**src/rtl/rgb_gradient_energy_core_macros.svh**
```systemverilog
// ----------------------------------------------------------------------------
// RGB gradient energy: assertion macros
// Concurrent checks on clk_i, held off while rst_ni is low. Empty in synthesis.
// ----------------------------------------------------------------------------
`ifndef RGB_GRADIENT_ENERGY_CORE_MACROS_SVH
`define RGB_GRADIENT_ENERGY_CORE_MACROS_SVH

`ifndef SYNTHESIS
`define RGE_ASSERT_ALWAYS(lbl, expr) \
  lbl: assert property (@(posedge clk_i) disable iff (!rst_ni) (expr)) \
    else $error("rge: assertion failed");
`define RGE_ASSERT_IMPLIES(lbl, ante, cons) \
  lbl: assert property (@(posedge clk_i) disable iff (!rst_ni) (ante) |-> (cons)) \
    else $error("rge: assertion failed");
`else
`define RGE_ASSERT_ALWAYS(lbl, expr)
`define RGE_ASSERT_IMPLIES(lbl, ante, cons)
`endif

`endif

```
**src/rtl/rge_pkg.sv**
```systemverilog
// ----------------------------------------------------------------------------
// RGB gradient energy: shared package
// Widths, register indexes, luma weights, flag struct and back-end states.
// ----------------------------------------------------------------------------
`default_nettype none

package rge_pkg;

  localparam int unsigned MAX_WIDTH_DEF  = 1024;
  localparam int unsigned QUEUE_DEPTH    = 4;

  localparam int unsigned RGB_W          = 8;
  localparam int unsigned LUMA_W         = 16;
  localparam int unsigned ENERGY_W       = 17;
  localparam int unsigned SQ_W           = 32;   // one square, |d| < 2^16
  localparam int unsigned RAD_W          = 33;   // sum of two squares

  localparam int unsigned CFG_IDX_W      = 1;
  localparam int unsigned CFG_DATA_W     = 16;
  localparam int unsigned WIDTH_REG_W    = 11;
  localparam int unsigned HEIGHT_REG_W   = 16;

  localparam logic [CFG_IDX_W-1:0] REG_IMAGE_WIDTH  = 1'b0;
  localparam logic [CFG_IDX_W-1:0] REG_IMAGE_HEIGHT = 1'b1;

  localparam logic [WIDTH_REG_W-1:0]  WIDTH_RESET  = 11'd640;
  localparam logic [HEIGHT_REG_W-1:0] HEIGHT_RESET = 16'd480;

  // luma fraction bits, Q0.16 weights
  localparam int unsigned LUMA_FRAC_BITS = 8;
  localparam int unsigned LUMA_SHIFT     = 16 - LUMA_FRAC_BITS;
  localparam int unsigned ACC_W          = 25;
  localparam logic [ACC_W-1:0] W_RED     = 25'd13933;
  localparam logic [ACC_W-1:0] W_GREEN   = 25'd46872;
  localparam logic [ACC_W-1:0] W_BLUE    = 25'd4732;

  typedef struct packed {
    logic emit;       // a result belongs to this transaction
    logic use_up;     // row above is inside the image
    logic use_left;   // left neighbour is inside the image
    logic use_right;  // right neighbour is inside the image
    logic last;       // bottom-right pixel
  } rge_flags_t;

  typedef enum logic [2:0] {
    ST_CLEAR,
    ST_IDLE,
    ST_READ,
    ST_CALC,
    ST_SQUARE,
    ST_START,
    ST_SQRT,
    ST_OUT
  } rge_state_e;

  // weighted sum, round half up, saturate
  function automatic logic [LUMA_W-1:0] rgb_to_luma(input logic [RGB_W-1:0] r,
                                                    input logic [RGB_W-1:0] g,
                                                    input logic [RGB_W-1:0] b);
    logic [ACC_W-1:0] acc;
    logic [ACC_W-1:0] shifted;
    acc = W_RED * ACC_W'(r) + W_GREEN * ACC_W'(g) + W_BLUE * ACC_W'(b);
    shifted = (acc + (ACC_W'(1) << (LUMA_SHIFT - 1))) >> LUMA_SHIFT;
    if (shifted > ACC_W'(16'hFFFF)) begin
      return {LUMA_W{1'b1}};
    end
    return shifted[LUMA_W-1:0];
  endfunction

endpackage

`default_nettype wire

```
**src/rtl/rge_queue.sv**
```systemverilog
// ----------------------------------------------------------------------------
// RGB gradient energy: command queue
// Small FIFO between front and back end, depth a power of two.
// ----------------------------------------------------------------------------
`default_nettype none

module rge_queue #(
  parameter int unsigned DATA_W = 8,
  parameter int unsigned DEPTH  = rge_pkg::QUEUE_DEPTH
) (
  input  wire logic              clk_i,
  input  wire logic              rst_ni,
  input  wire logic              push_valid_i,
  output logic                   push_ready_o,
  input  wire logic [DATA_W-1:0] push_data_i,
  input  wire logic              pop_i,
  output logic                   pop_valid_o,
  output logic [DATA_W-1:0]      pop_data_o
);
  import rge_pkg::*;

  localparam int unsigned PTR_W = $clog2(DEPTH);

  logic [DATA_W-1:0] entry_q [DEPTH];
  logic [PTR_W-1:0]  wr_ptr_q, rd_ptr_q;
  logic [PTR_W:0]    count_q, count_d;
  logic              push, pop;

  assign push_ready_o = (count_q != (PTR_W+1)'(DEPTH));
  assign pop_valid_o  = (count_q != '0);
  assign push         = push_valid_i && push_ready_o;
  assign pop          = pop_i && pop_valid_o;
  assign pop_data_o   = entry_q[rd_ptr_q];

  always_comb begin
    count_d = count_q;
    if (push && !pop) begin
      count_d = count_q + (PTR_W+1)'(1);
    end else if (pop && !push) begin
      count_d = count_q - (PTR_W+1)'(1);
    end
  end

  always_ff @(posedge clk_i or negedge rst_ni) begin
    if (!rst_ni) begin
      wr_ptr_q <= '0;
      rd_ptr_q <= '0;
      count_q  <= '0;
    end else begin
      count_q <= count_d;
      if (push) begin
        wr_ptr_q <= wr_ptr_q + PTR_W'(1);
      end
      if (pop) begin
        rd_ptr_q <= rd_ptr_q + PTR_W'(1);
      end
    end
  end

  always_ff @(posedge clk_i) begin
    if (push) begin
      entry_q[wr_ptr_q] <= push_data_i;
    end
  end

endmodule

`default_nettype wire

```
**config.mk**
```make
export PLATFORM = sky130hd
export DESIGN_NAME = rge_queue
export DESIGN_NICKNAME = d
export VERILOG_FILES = /design/src/rtl/rgb_gradient_energy_core_macros.svh /design/src/rtl/rge_pkg.sv /design/src/rtl/rge_queue.sv
export SDC_FILE = /design/constraint.sdc
export NUM_CORES = 1
export LEC_CHECK = 0
export ABC_AREA = 0
export ABC_CLOCK_PERIOD_IN_PS = 2600
export BUFFER_PORTS_ARGS = -buffer_cell sky130_fd_sc_hd__buf_4
export CAP_MARGIN = 15
export CORE_UTILIZATION = 50
export DETAILED_ROUTE_END_ITERATION = 8
export MAX_ROUTING_LAYER = met4
export PLACE_DENSITY = 0.71
export SETUP_SLACK_MARGIN = 0.4
export SKIP_LAST_GASP = 1
export SYNTH_ARGS = -nofsm -noshare
export SYNTH_HDL_FRONTEND = slang
export SYNTH_SLANG_ARGS = --single-unit
```
**constraint.sdc**
```tcl
create_clock -name clk_i -period 2.6 [get_ports clk_i]
set_input_delay 0.13 -clock clk_i [delete_from_list [all_inputs] [get_ports clk_i]]
set_output_delay 0.13 -clock clk_i [all_outputs]
set_load 0.01 [all_outputs]
```
==> flow_summary.json <==
{
  "dieArea_um2": 3413,
  "critPathKind": "flop to flop",
  "cts_hold_buf": 9,
  "maxSlewHeadroom_pct": 61.05,
  "async_reset_ff_share_pct": 17.95,
  "path_cells": "or3_4 -> nand2_4 -> ha_1 -> inv_1 -> fa_1 -> xor2_1 -> nor2_1 -> xor2_1",
  "status": "finished, final reports clean",
  "syn_inst": 77,
  "yosysMostFrequentCell": "edfxtp_1",
  "whs_ns": 0.06761,
  "yosysWarnings": 0,
  "grt_pass1_vias": 850,
  "clock_latency_ns": 0.33,
  "viasPerCell": 4.943,
  "fin_cells": 157,
  "timing.rr.start": "count_q[1]",
  "place_hpwl_um": 1657,
  "ios": 22,
  "vias": 776,
  "cts_max_path_buffers": 2,
  "clock_sinks": 39,
  "htreeDepth": 2,
  "dr.pass1.iters": 4,
  "synth_edf_count": 32,
  "die_width_um": 58.42,
  "wl_per_cell_um": 15.45,
  "cp.required_ns": 2.86,
  "hp-start": "pop_i",
  "synthesis.area_um2": 1592,
  "fin_crit_sh_pct": 80.22,
  "p_leak_uw": 0.0007142,
  "fin_worst_skew_ns": 0.003863,
  "cts_buffers": 5,
  "antenna_found_initial": 0,
  "wirelength_um": 2425,
  "setup_viol": 0,
  "dpl-instance-area_um2": 1788,
  "antenna_cells": 0,
  "synth.largest_area_cell": "edfxtp_1",
  "cts_resized": 0,
  "yosysSeqAreaShare_pct": 71.38,
  "port_buffers": 21,
  "cp-end-kind": "flop",
  "design_area_um2": 1928,
  "utilization_pct": 63.68,
  "synth_common_cells": "edfxtp_1, mux4_2, dfrtp_1, ha_1",
  "root_buffer": "clkbuf_4",
  "avgSynthCellArea_um2": 20.67,
  "drc_errors": 0,
  "num_rows": 20,
  "rsz0062_at_grt": "false",
  "grtUsageMet1_pct": 18.29,
  "worst_setup_path_start_kind": "flop",
  "synthTopCellsByArea": "edfxtp_1, mux4_2, dfrtp_1, ha_1, xnor2_1",
  "grt_first_pass_wirelength_um": 3870,
  "syn2layout_area_growth_pct": 21.15,
  "reg2reg_depth": 8,
  "whs_endpoint": "rd_ptr_q[0]",
  "fin_setup_tns_ns": 0,
  "nets": 130,
  "synth_ff_type": "edfxtp_1",
  "drive_gt1_share_pct": 36.28,
  "worstMarginPinSlew_ns": 0.5842,
  "cpMostUsedCell": "xor2_1",
  "crit_fanout": 4,
  "timing.rr.end": "count_q[2]",
  "grt-ovfl-total": 0,
  "grt_usage_pct": 17.07,
  "yosysTopAreaCellShare_pct": 60.38,
  "holdPathStages": 3,
  "rrSetupSlack_ns": 0.51,
  "antenna_left": 0,
  "crit_family": "simple AND/OR/NAND/NOR gates",
  "clk_transition_reported_paths_ns": 0.10,
  "hp-class": "primary input to flop",
  "worstPathArrival_ns": 2.34,
  "final-hold-violation-count": 0,
  "cts_tree": "built",
  "die_y_um": 58.42,
  "fin_crit_ns": 2.086,
  "slew_violations": 0,
  "coreArea_um2": 3028,
  "grt_max_degree": 12,
  "crit_start": "count_q[1]",
  "postCtsSetupBuffers": 0,
  "grtUsageMet2_pct": 28.90,
  "drt_iter0_markers": 12,
  "path_buf_inv": 1,
  "gp_congestion": 0.6742,
  "power-per-cell-area_nw_per_um2": 1012,
  "busiest_layer": "met2",
  "grt_util_met3_pct": 4.615,
  "synth_cell_types": 20,
  "synth_nets": 95,
  "slowest_delay_ns": 0.45,
  "vdd_ir_drop_max_mv": 0.6649,
  "fmax_mhz": 479.4,
  "ys_ff_latch": 39,
  "critical_path.slowest_cell": "dfrtp_1",
  "drv_cap": 0,
  "place_inst": 140,
  "initial_core_util_pct": 52.56
}
report_power, final:
group          switching (uW)  total (uW)  internal (uW)
Sequential                146         992            847
Combinational             289         677            387
Clock                     178         283            105
Total                     613        1950           1340
metrics by stage:
stage / total power [uW] / worst slack (ns)
3_5_place_dp: 1689 / 0.4978
6_report: 1952 / 0.5143
4_1_cts: 1984 / 0.4952
3_3_place_gp: 1661 / 0.5962
2_1_floorplan: 1439 / 0.6176
5_1_grt: 2074 / 0.4335
worst max path at each step:
stage	cells past startpoint	slack, ns	endpoint
after floorplan	8	0.62	count_q[2]
after global routing	8	0.43	count_q[2]
after global placement	8	0.60	count_q[2]
final	8	0.51	count_q[2]
after CTS	8	0.50	count_q[2]
after detailed placement	8	0.50	count_q[2]
registers in the layout (all words and copies together), names as in the netlist:
signal / cells
wr_ptr_q: 2
rd_ptr_q: 2
entry_q: 32
count_q: 3
cell usage in the layout (no fill, tap or decap), types with 2 or more instances in the layout:
cell | synthesis | final
and2_1 | 4 | 4
buf_4 | 0 | 21
clkbuf_1 | 0 | 2
clkbuf_4 | 0 | 5
dfrtp_1 | 7 | 7
dlygate4sd3_1 | 0 | 9
edfxtp_1 | 32 | 32
ha_1 | 5 | 5
inv_1 | 3 | 3
mux4_2 | 8 | 8
xnor2_1 | 4 | 4
xor2_1 | 2 | 2
per-layer routing:
metal | share of wire [%] | wire (um)
met1 | 41 | 1003
met2 | 54 | 1303
met3 | 3.9 | 95
met4 | 0.95 | 23
met5 | 0 | 0
cells by family after synthesis:
logic type,Yosys count,share of synthesized area (%)
xor gates and xnor gates,6,3.302
muxes,10,12.74
and+or+nand+nor,10,4.481
buffers and inverters,5,1.729
DFF,39,71.38
AOI/OAI and AO/OA,1,1.179
adders and majority gates,6,5.189
worst register-to-register path: stages (launching register included):
cell     delay, ns
dfrtp_1       0.45
or3_4         0.44
nand2_4       0.09
ha_1          0.17
inv_1         0.06
fa_1          0.37
xor2_1        0.17
nor2_1        0.11
xor2_1        0.16
layout make-up:
cell class / instances / area, um2
inverter: 3 / 11.26
clock buffer: 7 / 45.04
multi-input combinational: 33 / 427.9
clock inverter: 1 / 5.005
timing repair buffer: 30 / 247.7
fill: 228 / 1100
sequential: 39 / 1136
tap: 44 / 55.05
Note: power is estimated with default switching activity, not from simulation.
