### src/rtl/rgb_gradient_energy_core_macros.svh
// ----------------------------------------------------------------------------
// RGB gradient energy: assertion macros
// Concurrent checks on clk_i, held off while rst_ni is low. Empty in synthesis.
// ----------------------------------------------------------------------------
`ifndef RGB_GRADIENT_ENERGY_CORE_MACROS_SVH
`define RGB_GRADIENT_ENERGY_CORE_MACROS_SVH

`ifndef SYNTHESIS
`define RGE_ASSERT_ALWAYS(lbl, expr) \
  lbl: assert property (@(posedge clk_i) disable iff (!rst_ni) (expr)) \
    else $error("rge: assertion failed");
`define RGE_ASSERT_IMPLIES(lbl, ante, cons) \
  lbl: assert property (@(posedge clk_i) disable iff (!rst_ni) (ante) |-> (cons)) \
    else $error("rge: assertion failed");
`else
`define RGE_ASSERT_ALWAYS(lbl, expr)
`define RGE_ASSERT_IMPLIES(lbl, ante, cons)
`endif

`endif

### src/rtl/rge_pkg.sv
// ----------------------------------------------------------------------------
// RGB gradient energy: shared package
// Widths, register indexes, luma weights, flag struct and back-end states.
// ----------------------------------------------------------------------------
`default_nettype none

package rge_pkg;

  localparam int unsigned MAX_WIDTH_DEF  = 1024;
  localparam int unsigned QUEUE_DEPTH    = 4;

  localparam int unsigned RGB_W          = 8;
  localparam int unsigned LUMA_W         = 16;
  localparam int unsigned ENERGY_W       = 17;
  localparam int unsigned SQ_W           = 32;   // one square, |d| < 2^16
  localparam int unsigned RAD_W          = 33;   // sum of two squares

  localparam int unsigned CFG_IDX_W      = 1;
  localparam int unsigned CFG_DATA_W     = 16;
  localparam int unsigned WIDTH_REG_W    = 11;
  localparam int unsigned HEIGHT_REG_W   = 16;

  localparam logic [CFG_IDX_W-1:0] REG_IMAGE_WIDTH  = 1'b0;
  localparam logic [CFG_IDX_W-1:0] REG_IMAGE_HEIGHT = 1'b1;

  localparam logic [WIDTH_REG_W-1:0]  WIDTH_RESET  = 11'd640;
  localparam logic [HEIGHT_REG_W-1:0] HEIGHT_RESET = 16'd480;

  // luma fraction bits, Q0.16 weights
  localparam int unsigned LUMA_FRAC_BITS = 8;
  localparam int unsigned LUMA_SHIFT     = 16 - LUMA_FRAC_BITS;
  localparam int unsigned ACC_W          = 25;
  localparam logic [ACC_W-1:0] W_RED     = 25'd13933;
  localparam logic [ACC_W-1:0] W_GREEN   = 25'd46872;
  localparam logic [ACC_W-1:0] W_BLUE    = 25'd4732;

  typedef struct packed {
    logic emit;       // a result belongs to this transaction
    logic use_up;     // row above is inside the image
    logic use_left;   // left neighbour is inside the image
    logic use_right;  // right neighbour is inside the image
    logic last;       // bottom-right pixel
  } rge_flags_t;

  typedef enum logic [2:0] {
    ST_CLEAR,
    ST_IDLE,
    ST_READ,
    ST_CALC,
    ST_SQUARE,
    ST_START,
    ST_SQRT,
    ST_OUT
  } rge_state_e;

  // weighted sum, round half up, saturate
  function automatic logic [LUMA_W-1:0] rgb_to_luma(input logic [RGB_W-1:0] r,
                                                    input logic [RGB_W-1:0] g,
                                                    input logic [RGB_W-1:0] b);
    logic [ACC_W-1:0] acc;
    logic [ACC_W-1:0] shifted;
    acc = W_RED * ACC_W'(r) + W_GREEN * ACC_W'(g) + W_BLUE * ACC_W'(b);
    shifted = (acc + (ACC_W'(1) << (LUMA_SHIFT - 1))) >> LUMA_SHIFT;
    if (shifted > ACC_W'(16'hFFFF)) begin
      return {LUMA_W{1'b1}};
    end
    return shifted[LUMA_W-1:0];
  endfunction

endpackage

`default_nettype wire

### src/rtl/rge_front.sv
// ----------------------------------------------------------------------------
// RGB gradient energy: front end
// Holds the registers and raster counters, classifies each transaction and
// hands a command with its luma to the queue.
// ----------------------------------------------------------------------------
`default_nettype none

module rge_front #(
  parameter int unsigned MAX_WIDTH = rge_pkg::MAX_WIDTH_DEF
) (
  input  wire logic                                clk_i,
  input  wire logic                                rst_ni,
  input  wire logic                                cfg_we_i,
  input  wire logic [rge_pkg::CFG_IDX_W-1:0]       cfg_idx_i,
  input  wire logic [rge_pkg::CFG_DATA_W-1:0]      cfg_data_i,
  input  wire logic                                clear_busy_i,
  input  wire logic                                s_valid_i,
  output logic                                     s_ready_o,
  input  wire logic                                s_mode_i,
  input  wire logic [rge_pkg::RGB_W-1:0]           s_red_i,
  input  wire logic [rge_pkg::RGB_W-1:0]           s_green_i,
  input  wire logic [rge_pkg::RGB_W-1:0]           s_blue_i,
  output logic                                     push_valid_o,
  input  wire logic                                push_ready_i,
  output logic [$clog2(MAX_WIDTH)-1:0]             push_col_o,
  output logic [$clog2(MAX_WIDTH)-1:0]             push_col_next_o,
  output logic [rge_pkg::LUMA_W-1:0]               push_lum_o,
  output rge_pkg::rge_flags_t                      push_flags_o
);
  import rge_pkg::*;

  localparam int unsigned IDX_W = $clog2(MAX_WIDTH);
  localparam int unsigned WE_W  = IDX_W + 1;
  localparam int unsigned CW    = (WE_W > WIDTH_REG_W) ? WE_W : WIDTH_REG_W;

  logic [WIDTH_REG_W-1:0]  width_q;
  logic [HEIGHT_REG_W-1:0] height_q;
  logic [IDX_W-1:0]        col_q, col_d;
  logic [HEIGHT_REG_W-1:0] row_q, row_d;

  logic [WE_W-1:0]         w_eff;
  logic [IDX_W-1:0]        last_col, c, c_inc;
  logic [HEIGHT_REG_W-1:0] h_eff;
  logic                    drain, at_end, accept, take;

  logic                    stg_valid_q, stg_valid_d;
  logic                    stg_drain_q;
  logic [RGB_W-1:0]        stg_r_q, stg_g_q, stg_b_q;
  logic [IDX_W-1:0]        stg_col_q, stg_col_next_q;
  rge_flags_t              stg_flags_q, flags;

  always_ff @(posedge clk_i or negedge rst_ni) begin
    if (!rst_ni) begin
      width_q  <= WIDTH_RESET;
      height_q <= HEIGHT_RESET;
    end else if (cfg_we_i) begin
      case (cfg_idx_i)
        REG_IMAGE_WIDTH:  width_q  <= cfg_data_i[WIDTH_REG_W-1:0];
        REG_IMAGE_HEIGHT: height_q <= cfg_data_i[HEIGHT_REG_W-1:0];
        default: ;
      endcase
    end
  end

  // clamp registers, locate the transaction
  always_comb begin
    if (CW'(width_q) > CW'(MAX_WIDTH)) begin
      w_eff = WE_W'(MAX_WIDTH);
    end else if (width_q < WIDTH_REG_W'(2)) begin
      w_eff = WE_W'(2);
    end else begin
      w_eff = WE_W'(width_q);
    end
    last_col = IDX_W'(w_eff - WE_W'(1));
    c        = ({1'b0, col_q} >= w_eff) ? last_col : col_q;
    c_inc    = c + IDX_W'(1);
    at_end   = (c == last_col);
    h_eff    = (height_q < HEIGHT_REG_W'(2)) ? HEIGHT_REG_W'(2) : height_q;
    drain    = (row_q >= h_eff);

    flags.emit      = (row_q != '0);
    flags.use_up    = (row_q != HEIGHT_REG_W'(1));
    flags.use_left  = (c != '0);
    flags.use_right = !at_end;
    flags.last      = drain && at_end;

    s_ready_o = !clear_busy_i && (!stg_valid_q || push_ready_i);
    accept    = s_valid_i && s_ready_o;
    // a flush tick outside the drain phase is dropped
    take      = accept && !(s_mode_i && !drain);

    col_d = col_q;
    row_d = row_q;
    if (take) begin
      if (at_end) begin
        col_d = '0;
        row_d = drain ? '0 : row_q + HEIGHT_REG_W'(1);
      end else begin
        col_d = c_inc;
      end
    end

    if (take) begin
      stg_valid_d = 1'b1;
    end else if (push_ready_i) begin
      stg_valid_d = 1'b0;
    end else begin
      stg_valid_d = stg_valid_q;
    end
  end

  always_ff @(posedge clk_i or negedge rst_ni) begin
    if (!rst_ni) begin
      col_q       <= '0;
      row_q       <= '0;
      stg_valid_q <= 1'b0;
    end else begin
      col_q       <= col_d;
      row_q       <= row_d;
      stg_valid_q <= stg_valid_d;
    end
  end

  always_ff @(posedge clk_i) begin
    if (take) begin
      stg_drain_q    <= drain;
      stg_r_q        <= s_red_i;
      stg_g_q        <= s_green_i;
      stg_b_q        <= s_blue_i;
      stg_col_q      <= c;
      stg_col_next_q <= c_inc;
      stg_flags_q    <= flags;
    end
  end

  // drain-phase data is discarded: luma counts as zero
  assign push_valid_o    = stg_valid_q;
  assign push_col_o      = stg_col_q;
  assign push_col_next_o = stg_col_next_q;
  assign push_flags_o    = stg_flags_q;
  assign push_lum_o      = stg_drain_q ? '0 : rgb_to_luma(stg_r_q, stg_g_q, stg_b_q);

endmodule

`default_nettype wire

### config.mk
export PLATFORM = sky130hd
export DESIGN_NAME = rge_front
export DESIGN_NICKNAME = d
export VERILOG_FILES = /design/src/rtl/rgb_gradient_energy_core_macros.svh /design/src/rtl/rge_pkg.sv /design/src/rtl/rge_front.sv
export SDC_FILE = /design/constraint.sdc
export NUM_CORES = 1
export LEC_CHECK = 0
export BUFFER_PORTS_ARGS = -buffer_cell sky130_fd_sc_hd__buf_2
export CAP_MARGIN = 15
export CORE_ASPECT_RATIO = 1.75
export CORE_MARGIN = 2
export CORE_UTILIZATION = 60
export CTS_CLUSTER_SIZE = 12
export DETAILED_ROUTE_END_ITERATION = 16
export PLACE_DENSITY = 0.77
export SYNTH_ARGS = -nofsm -noshare
export SYNTH_HDL_FRONTEND = slang
export SYNTH_SLANG_ARGS = --single-unit
### constraint.sdc
create_clock -name clk_i -period 10.85 [get_ports clk_i]
set_clock_uncertainty 0.2 [all_clocks]
set_input_delay 0 -clock clk_i [delete_from_list [all_inputs] [get_ports clk_i]]
set_output_delay 0 -clock clk_i [all_outputs]
set_load 0.005 [all_outputs]
==> flow_metrics.tcl, run 1 <==
set metrics [dict create \
    drc 0 \
    numPortBuffers 90 \
    rows 69 \
    synth_cells 1267 \
    path_class "flip-flop to primary output" \
    fp.dieH_microns 193.4 \
    synth_area_leaders "ha_1 (21%), fa_1 (18%), edfxtp_1 (12%)" \
    diodes 0 \
    drv_slew 0 \
    cts_tree "done" \
    grt_pass1_vias 9999 \
    cts.reportedPaths.clkPinSlew_ps 70 \
    vias_per_cell 5.633 \
    synthArstFlopShare_pct 51.92 \
    ys.flop_type "edfxtp_1" \
    drv_cap 0 \
    grt_first_pass_wirelength_microns 47580 \
    netlist_area_sq_um 12300 \
    startpoint_type "flip-flop" \
    cp.arrival_ps 9320 \
    drive_above_1_share_pct 12.21 \
    fin_nets 1762 \
    seq_area_frac_synth_pct 23.25 \
    h-tree-depth 3 \
    n_fill_cell 1584 \
    synth_seq_cells 104 \
    worst_slack_ps 1325 \
    synthMostInstantiatedCell "inv_1" \
    path_max_fanout 14 \
    status "complete, no violations" \
    grt_max_degree 57 \
    numClockSinks 104 \
    detail_route.wl_per_cell_microns 17.37 \
    min_path_type "input port to flip-flop" \
    yosys-top-cells-count "inv_1 (284), ha_1 (209), fa_1 (109), o21ai_0 (56), nand2_1 (55)" \
    max-slew-margin-rel_pct 33.26 \
    syn2layout_area_growth_pct 11.54 \
    cts-root-buf "clkbuf_16" \
    synth_warnings 0 \
    synth_edf_count 50 \
    slowest_stage "or3b_2" \
    finalSetupViolCount 0 \
    drtPass1Iterations 7 \
    die_w_microns 112.3 \
    clk_latency_ps 360 \
    synth_nets 1633 \
    dpl.hpwl_microns 23520 \
    hold_viol 0 \
    period_minus_slack_ps 9525 \
    p_leak_uw 0.007090 \
    place_ws_ps 1696 \
    numCtsBuffers 9 \
    start_util_pct 60.91 \
    synth_cell_types 67 \
    power_density_nw_per_um2 317.0 \
    ios 91 \
    coreArea_sq_um 20200 \
    cts_setup_buffers 0 \
    yosysTopAreaCellShare_pct 21.25 \
    synth_area_leader_cell "ha_1" \
    max_freq_mhz 105.0 \
    drtIter0Drc 326 \
    timing.final.crit_share_pct 87.79 \
    wl_microns 28640 \
    cp-end-kind "primary output" \
    slowest_delay_ps 610 \
    antenna_found_initial 0 \
    ir_drop_mv 0.8620 \
    grt_overflow 0 \
    path_common_cell "fa_1" \
    finalSetupTns_ps 0 \
    worst_slew_pin_slew_ps 999.0 \
    gp_congestion 0.9049 \
    vias 9289 \
    rsz0062_at_grt "no" \
    required_ps 10650 \
    syn_avg_cell_area_sq_um 9.711 \
    clk_path_buf_depth 2 \
    track_usage_pct 27.51 \
    drtAntennaViolNets 0 \
    die_area_sq_um 21710 \
]
## per-layer routing
metal  vias to the layer above  global-route usage [%]  wire (microns)
li1                       4493                       -               -
met1                      4510                   27.77           10010
met2                       214                   54.93           16540
met3                        72                   2.820             757
met4                         0                   12.47            1326
met5                         -                       0               0
## what timing repair did
action / in CTS / in global routing
hold buffers: 43 / 0
endpoints found under the hold margin: 101 / 0
resized for setup: 0 / 0
## worst max-delay path, delay by kind of cell, from the launching register on
family,cells,cell delay (ps)
buffers and inverters,7,460
adder cells (fa/ha/maj),11,4670
AO/OA/AOI/OAI,10,1930
XOR/XNOR,2,390
flip-flops,1,490
AND/OR/NAND/NOR,5,980
## through the flow
stage	util, %	std cells	hold WS (ps)	instance area, sq um	total power (uW)
after global placement	64.37	1590	-33.02	13000	3915
after detailed placement	64.37	1590	-33.53	13000	4028
after CTS	67.94	1649	30.75	13720	4383
after floorplan	-	1267	-495.6	12300	3113
final	67.94	1649	33.55	13720	4350
after global routing	67.94	1649	60.28	13720	4870
## final timing paths
kind | cells after the start | end | slack (ps) | start
worst max register to register | 13 | row_q[15] | 6040 | width_q[2]
min in group asynchronous | 3 | col_q[5] | 100 | rst_ni
worst min register to register | 1 | push_valid_o | 330 | push_valid_o
worst min-delay path | 3 | col_q[0] | 30 | s_mode_i
max in group asynchronous | 3 | row_q[0] | 9850 | rst_ni
worst max-delay path | 35 | push_lum_o[0] | 1330 | stg_g_q[6]
## flip-flops by register name, summed over array words and instances (netlist names)
signal,cells
push_col_o,10
col_q,10
stg_r_q,8
stg_b_q,8
width_q,11
push_flags_o,5
push_col_next_o,10
push_valid_o,1
height_q,16
stg_g_q,8
stg_drain_q,1
row_q,16
## area by class of cell
type	instances	area, sq um	area share [%]
clock buffer	11	232.7	1.696
clock inverter	5	57.56	0.4194
inverter	287	1077	7.849
multi-input combinational	857	8275	60.30
sequential	104	2860	20.84
tap	248	310.3	2.261
timing repair buffer	137	910.9	6.637
## logic make-up (layout without fill, tap and decap cells)
| group | after synthesis | after routing | share of synthesized area [%] |
|---|---|---|---|
| multiplexers | 33 | 33 | 2.939 |
| flip-flops | 104 | 104 | 23.25 |
| AO/OA/AOI/OAI | 210 | 210 | 11.18 |
| XOR/XNOR | 58 | 58 | 4.128 |
| buffers and inverters | 306 | 440 | 9.538 |
| adder cells (fa/ha/maj) | 318 | 318 | 38.99 |
| AND/OR/NAND/NOR | 238 | 238 | 9.986 |
## placed cells by master, fill, tap and decap left out, drive strengths merged, types with 8 or more instances in the layout
cell,instances
nor2,47
dlygate4sd3,43
buf,94
inv,287
o211ai,8
dfrtp,48
and3,20
nor4,12
nand3,30
fa,109
mux2,25
nor3,18
a21o,15
ha,209
xor2,23
a21oi,53
xnor2,35
clkbuf,11
edfxtp,50
o21ai,60
o31ai,14
or2,10
nand2,55
mux2i,8
nand2b,15
## power breakdown
| part | internal [uW] | switching, uW |
|---|---|---|
| logic | 1560 | 1900 |
| clock network | 179 | 147 |
| registers | 490 | 77.3 |
| total | 2230 | 2120 |
Power figures use the tool's default switching activity.
==> run 2: changes to the inputs <==
--- a/config.mk
+++ b/config.mk
@@ -5,6 +5,7 @@
 export SDC_FILE = /design/constraint.sdc
 export NUM_CORES = 1
 export LEC_CHECK = 0
+export ABC_AREA = 1
 export BUFFER_PORTS_ARGS = -buffer_cell sky130_fd_sc_hd__buf_2
 export CAP_MARGIN = 15
 export CORE_ASPECT_RATIO = 1.75
==> run 2 against run 1 <==
Compared with the run above: utilization up 0.091 points; synthesized area up 4.2%; via count up 13%; die area up 4.1%; maximum frequency up 3.9%; wire length up 12%; first-iteration DRC count up 63%; setup slack better by 360 ps; count of clock-buffer cells in the layout down 2; sequential cell count unchanged; critical endpoint is now push_lum_o[13]; largest cell class unchanged.
==> flow_metrics.tcl, run 2 <==
set metrics [dict create \
    die_area_sq_um 22610 \
    final_core_util_pct 68.03 \
    yosysTopAreaCellShare_pct 20.39 \
    wl_met3_microns 844 \
    cp.arrival_ps 8970 \
    dpl.hpwl_microns 26210 \
    grt_overflow 0 \
    layout_commonest_cell "inv_1" \
    synth_edf_count 50 \
    slowest_delay_ps 920 \
    path_buf_inv 10 \
    synth_nets 1902 \
    layout_common_cells "inv_1 (357), nand2_1 (241), ha_1 (209), fa_1 (109), nor2_1 (100)" \
    reg.largest.list "height_q x16, row_q x16, width_q x11" \
    seq_area_frac_synth_pct 22.30 \
    postCtsResizedCells 0 \
    detail_route.wl_per_cell_microns 16.75 \
    cp-end-kind "primary output" \
    highest_layer "met4" \
    startpoint_type "flip-flop" \
    synth_area_leader_cell "ha_1" \
    numCtsBuffers 9 \
    met1_length_microns 11420 \
    numClockSinks 104 \
    clk_latency_ps 370 \
    grt_max_degree 70 \
    netlist_area_sq_um 12820 \
    required_ps 10650 \
    cts_tree "done" \
    path_max_fanout 16 \
    synth_cell_types 46 \
    vias_per_cell 5.476 \
    path_common_cell "inv_1" \
    max-slew-margin-rel_pct 21.55 \
    ios 91 \
    n_fill_cell 1661 \
    ys.flop_type "edfxtp_1" \
    wl_microns 32180 \
    antenna_found_initial 0 \
    synthArstFlopShare_pct 51.92 \
    syn_avg_cell_area_sq_um 8.349 \
    synth_cells 1536 \
    fin_area_sq_um 14240 \
    gp_congestion 0.9609 \
    cts_setup_buffers 0 \
    crit_family "adder cells" \
    start_util_pct 61.27 \
    status "complete, no violations" \
    rsz0062_at_grt "no" \
    rows 70 \
    synth_seq_cells 104 \
    drtPass1Iterations 5 \
    cts.reportedPaths.clkPinSlew_ps 70 \
    hold_viol 0 \
    diodes 0 \
    path_class "flip-flop to primary output" \
    synth_warnings 0 \
    fp.dieH_microns 197.4 \
    die_w_microns 114.5 \
    wl_met2_microns 18300 \
    drv_slew 0 \
    synth_area_leaders "ha_1 (20%), fa_1 (17%), edfxtp_1 (12%)" \
    slowest_stage "xnor2_1" \
    syn2layout_area_growth_pct 11.03 \
    grt_pass1_vias 10900 \
    coreArea_sq_um 20930 \
    finalSetupTns_ps 0 \
    fin_nets 2030 \
    drtAntennaViolNets 0 \
    max_freq_mhz 109.1 \
    cts-root-buf "clkbuf_16" \
    period_minus_slack_ps 9170 \
    worst_slew_pin_slew_ps 1168 \
    h-tree-depth 3 \
    track_usage_pct 29.89 \
    finalSetupViolCount 0 \
    numPortBuffers 90 \
    drive_above_1_share_pct 8.508 \
    drv_cap 0 \
    synthMostInstantiatedCell "inv_1" \
    min_path_type "input port to primary output" \
    drtIter0Drc 533 \
    placed_area_sq_um 13510 \
    timing.final.crit_share_pct 84.51 \
    grt_first_pass_wirelength_microns 52350 \
    drc 0 \
    clk_path_buf_depth 2 \
    vias 10519 \
    yosys-top-cells-count "inv_1 (357), nand2_1 (241), ha_1 (209), fa_1 (109), nor2_1 (100)" \
    cts_hold_buf 43 \
]
==> run 2: cell count changes after synthesis, sizes merged, moves of 20 or more <==
cell,previous run,this run
nand3,30,74
nand2,55,248
nor2,47,104
mux2,25,0
and3,20,0
a21oi,53,84
inv,285,360
nand4,2,37
xor2,23,43
==> run 2: per-stage QoR <==
step                      setup slack [ps]  instances  hold slack, ps
final                                 1680       1921           33.62
after detailed placement              2102       1862          -33.37
after CTS                             1701       1921           34.32
after global placement                2330       1862          -38.20
after global routing                  1058       1921           48.48
after floorplan                       3222       1536          -495.6
==> run 2: cells by family after synthesis <==
group / count (synthesis) / synth area share [%]
compound gates: 170 / 7.259
xor+xnor: 62 / 4.234
fa+ha+maj: 318 / 37.40
buf+inv: 380 / 11.40
flops: 104 / 22.30
simple gates: 502 / 17.40
==> run 2: worst min-delay path, delay by kind of cell <==
family,cells,cell delay (ps)
buffers and inverters,2,200
and+or+nand+nor,1,40
==> run 2: final timing paths <==
path / cells past startpoint / endpoint / slack, ps / from
worst min register to register: 2 / height_q[6] / 300 / height_q[6]
worst max register to register: 18 / row_q[6] / 6140 / height_q[4]
max in group asynchronous: 3 / height_q[14] / 9880 / rst_ni
min in group asynchronous: 3 / col_q[1] / 80 / rst_ni
worst max-delay path: 35 / push_lum_o[13] / 1680 / stg_g_q[6]
worst min-delay path: 3 / s_ready_o / 30 / clear_busy_i
==> run 2: area by class of cell <==
class                      count  area (sq um)  share of cell area (%)
tap                          252         315.3                   2.214
multi-input combinational   1052          8502                   59.70
timing repair buffer         136         903.4                   6.344
sequential                   104          2860                   20.09
clock inverter                 7         78.83                  0.5536
clock buffer                   9         225.2                   1.582
inverter                     361          1355                   9.516
==> run 2: metal layers <==
layer	global-route usage [%]	vias up
met2	58.56	258
met5	0	-
met3	3.498	89
met1	30.34	5026
met4	14.54	0
li1	-	5146
Power of run 2 is left out: the tool's default activity adds up to more than one toggle a clock period on the data nets, which glitch-free logic cannot reach.
==> run 3: changes to the inputs <==
--- a/config.mk
+++ b/config.mk
@@ -10,7 +10,7 @@
 export CAP_MARGIN = 15
 export CORE_ASPECT_RATIO = 1.75
 export CORE_MARGIN = 2
-export CORE_UTILIZATION = 60
+export CORE_UTILIZATION = 57
 export CTS_CLUSTER_SIZE = 12
 export DETAILED_ROUTE_END_ITERATION = 16
 export PLACE_DENSITY = 0.77
==> constraint.sdc (replaced) <==
create_clock -name clk_i -period 8 [get_ports clk_i]
set_clock_uncertainty 0.2 [all_clocks]
set_input_delay 0 -clock clk_i [delete_from_list [all_inputs] [get_ports clk_i]]
set_output_delay 0 -clock clk_i [all_outputs]
set_load 0.005 [all_outputs]
==> run 3 against run 2 <==
Compared with the run above: wire length rose by 4.8%; sequential share of layout area fell by 1.1 points; first-iteration DRC count fell by 28%; via count rose by 2.8%; hold slack improved by 5.3 ps; utilization rose by 0.23 points; critical path depth rose by 1; register-to-register slack got worse by 2900 ps; setup slack got worse by 1600 ps; final cell count rose by 4.2%; die area rose by 5.1%.
==> flow_metrics.tcl, run 3 (same netlist as run 2, synthesis figures left out) <==
set metrics [dict create \
    status "complete, no violations" \
    finalSetupViolCount 0 \
    ios 91 \
    start_util_pct 58.11 \
    die_area_sq_um 23760 \
    coreArea_sq_um 22070 \
    worst_slack_ps 67.97 \
    die_w_microns 117.4 \
    clk_path_buf_depth 2 \
    setup.worst_path.start "stg_g_q[3]" \
    final_core_util_pct 68.26 \
    r2r-end "push_col_next_o[4]" \
    wl_microns 33730 \
    cp-end-kind "primary output" \
    antenna_found_initial 0 \
    track_usage_pct 27.81 \
    r2r_slack_ps 3200 \
    slowest_delay_ps 520 \
    path_max_fanout 5 \
    place_ws_ps 79.99 \
    min_path_type "input port to primary output" \
    path_common_cell "fa_1" \
    finalSetupTns_ps 0 \
    slowest_stage "fa_1" \
    max_freq_mhz 126.1 \
    timing.final.crit_share_pct 99.15 \
    startpoint_type "flip-flop" \
    r2r_cells 15 \
    whs_path_depth 3 \
    fin_cells 2001 \
    fp.dieH_microns 202.4 \
    max-slew-margin-rel_pct 41.01 \
    grt_max_degree 55 \
    drc 0 \
    worst_slew_pin_slew_ps 882.8 \
    vias 10818 \
    drtIter0Drc 384 \
    drv_cap 0 \
    diodes 0 \
    reg.largest.list "height_q x16, row_q x16, width_q x11" \
    drive_above_1_share_pct 15.19 \
    cp.arrival_ps 7730 \
    drv_slew 0 \
    layout_commonest_cell "inv_1" \
    dp.cells 1916 \
    layout_common_cells "inv_1 (349), nand2_1 (235), ha_1 (186), fa_1 (107), nor2_1 (94)" \
    h-tree-depth 3 \
    endpoint "push_lum_o[12]" \
    rows 72 \
    cts_tree "done" \
    numCtsBuffers 9 \
    cts-root-buf "clkbuf_16" \
    r2r-start "height_q[4]" \
    hold_viol 0 \
    grt_overflow 0 \
    syn2layout_area_growth_pct 17.47 \
    grt_first_pass_wirelength_microns 52010 \
    period_minus_slack_ps 7932 \
    gp_congestion 0.9902 \
    fin_nets 2066 \
    grt_pass1_vias 11011 \
    dpl.hpwl_microns 26150 \
    cts.reportedPaths.clkPinSlew_ps 70 \
    detail_route.wl_per_cell_microns 16.86 \
    path_class "flip-flop to primary output" \
    drtAntennaViolNets 0 \
    required_ps 7800 \
    numClockSinks 104 \
    drtPass1Iterations 5 \
    vias_per_cell 5.406 \
    clk_latency_ps 370 \
    numPortBuffers 90 \
]
==> run 3: cell count changes in the layout (fill, tap and decap cells not counted), moves of 7 or more <==
cell / previous run / this run
a21oi_2: 0 / 16
o21ai_1: 4 / 11
ha_1: 209 / 186
o21ai_0: 56 / 43
a21oi_1: 84 / 67
ha_4: 0 / 17
inv_2: 3 / 11
inv_1: 357 / 349
buf_4: 3 / 36
==> run 3: per-stage QoR <==
stage	area, sq um	hold slack [ps]
floorplan	12820	-495.6
global placement	13640	-35.94
finish	15070	38.93
global route	15070	55.43
detailed placement	13640	-30.33
CTS	14590	41.27
==> run 3: layer usage <==
layer	up-vias	GRT usage (%)	wire length (microns)
li1	5216	-	-
met1	5171	26.34	11480
met2	306	56.77	19170
met3	125	3.047	988
met4	0	15.10	2093
met5	-	0	0
==> run 3: what timing repair did <==
item | in CTS | in global routing
gates resized for setup | 37 | 74
gates cloned | 1 | 0
hold buffers | 43 | 0
buffers inserted | 8 | 17
pin swaps | 13 | 48
hold endpoints to repair | 106 | 0
setup endpoints to repair | 16 | 16
==> run 3: worst min path at each step <==
stage | start | end | slack, ps
floorplan | rst_ni | col_q[0] | -500
detailed placement | rst_ni | col_q[6] | -30
CTS | clear_busy_i | s_ready_o | 40
finish | clear_busy_i | s_ready_o | 40
global route | clear_busy_i | s_ready_o | 60
global placement | rst_ni | col_q[5] | -40
==> run 3: area by class of cell <==
type | instances | area, sq um
Sequential cell | 104 | 2860
Inverter | 361 | 1355
Multi-Input combinational cell | 1052 | 8976
Clock buffer | 10 | 229.0
Timing Repair Buffer | 172 | 1185
Clock inverter | 6 | 90.09
Fill cell | 1715 | 7005
Tap cell | 296 | 370.4
==> run 3: critical path, delay by kind of cell, from the launching register on <==
| kind | cells | cell delay (ps) |
|---|---|---|
| flops | 1 | 490 |
| simple gates | 10 | 1110 |
| buf+inv | 8 | 660 |
| xor+xnor | 2 | 280 |
| compound gates | 5 | 590 |
| fa+ha+maj | 11 | 4230 |
Power of run 3 is left out for the same reason.
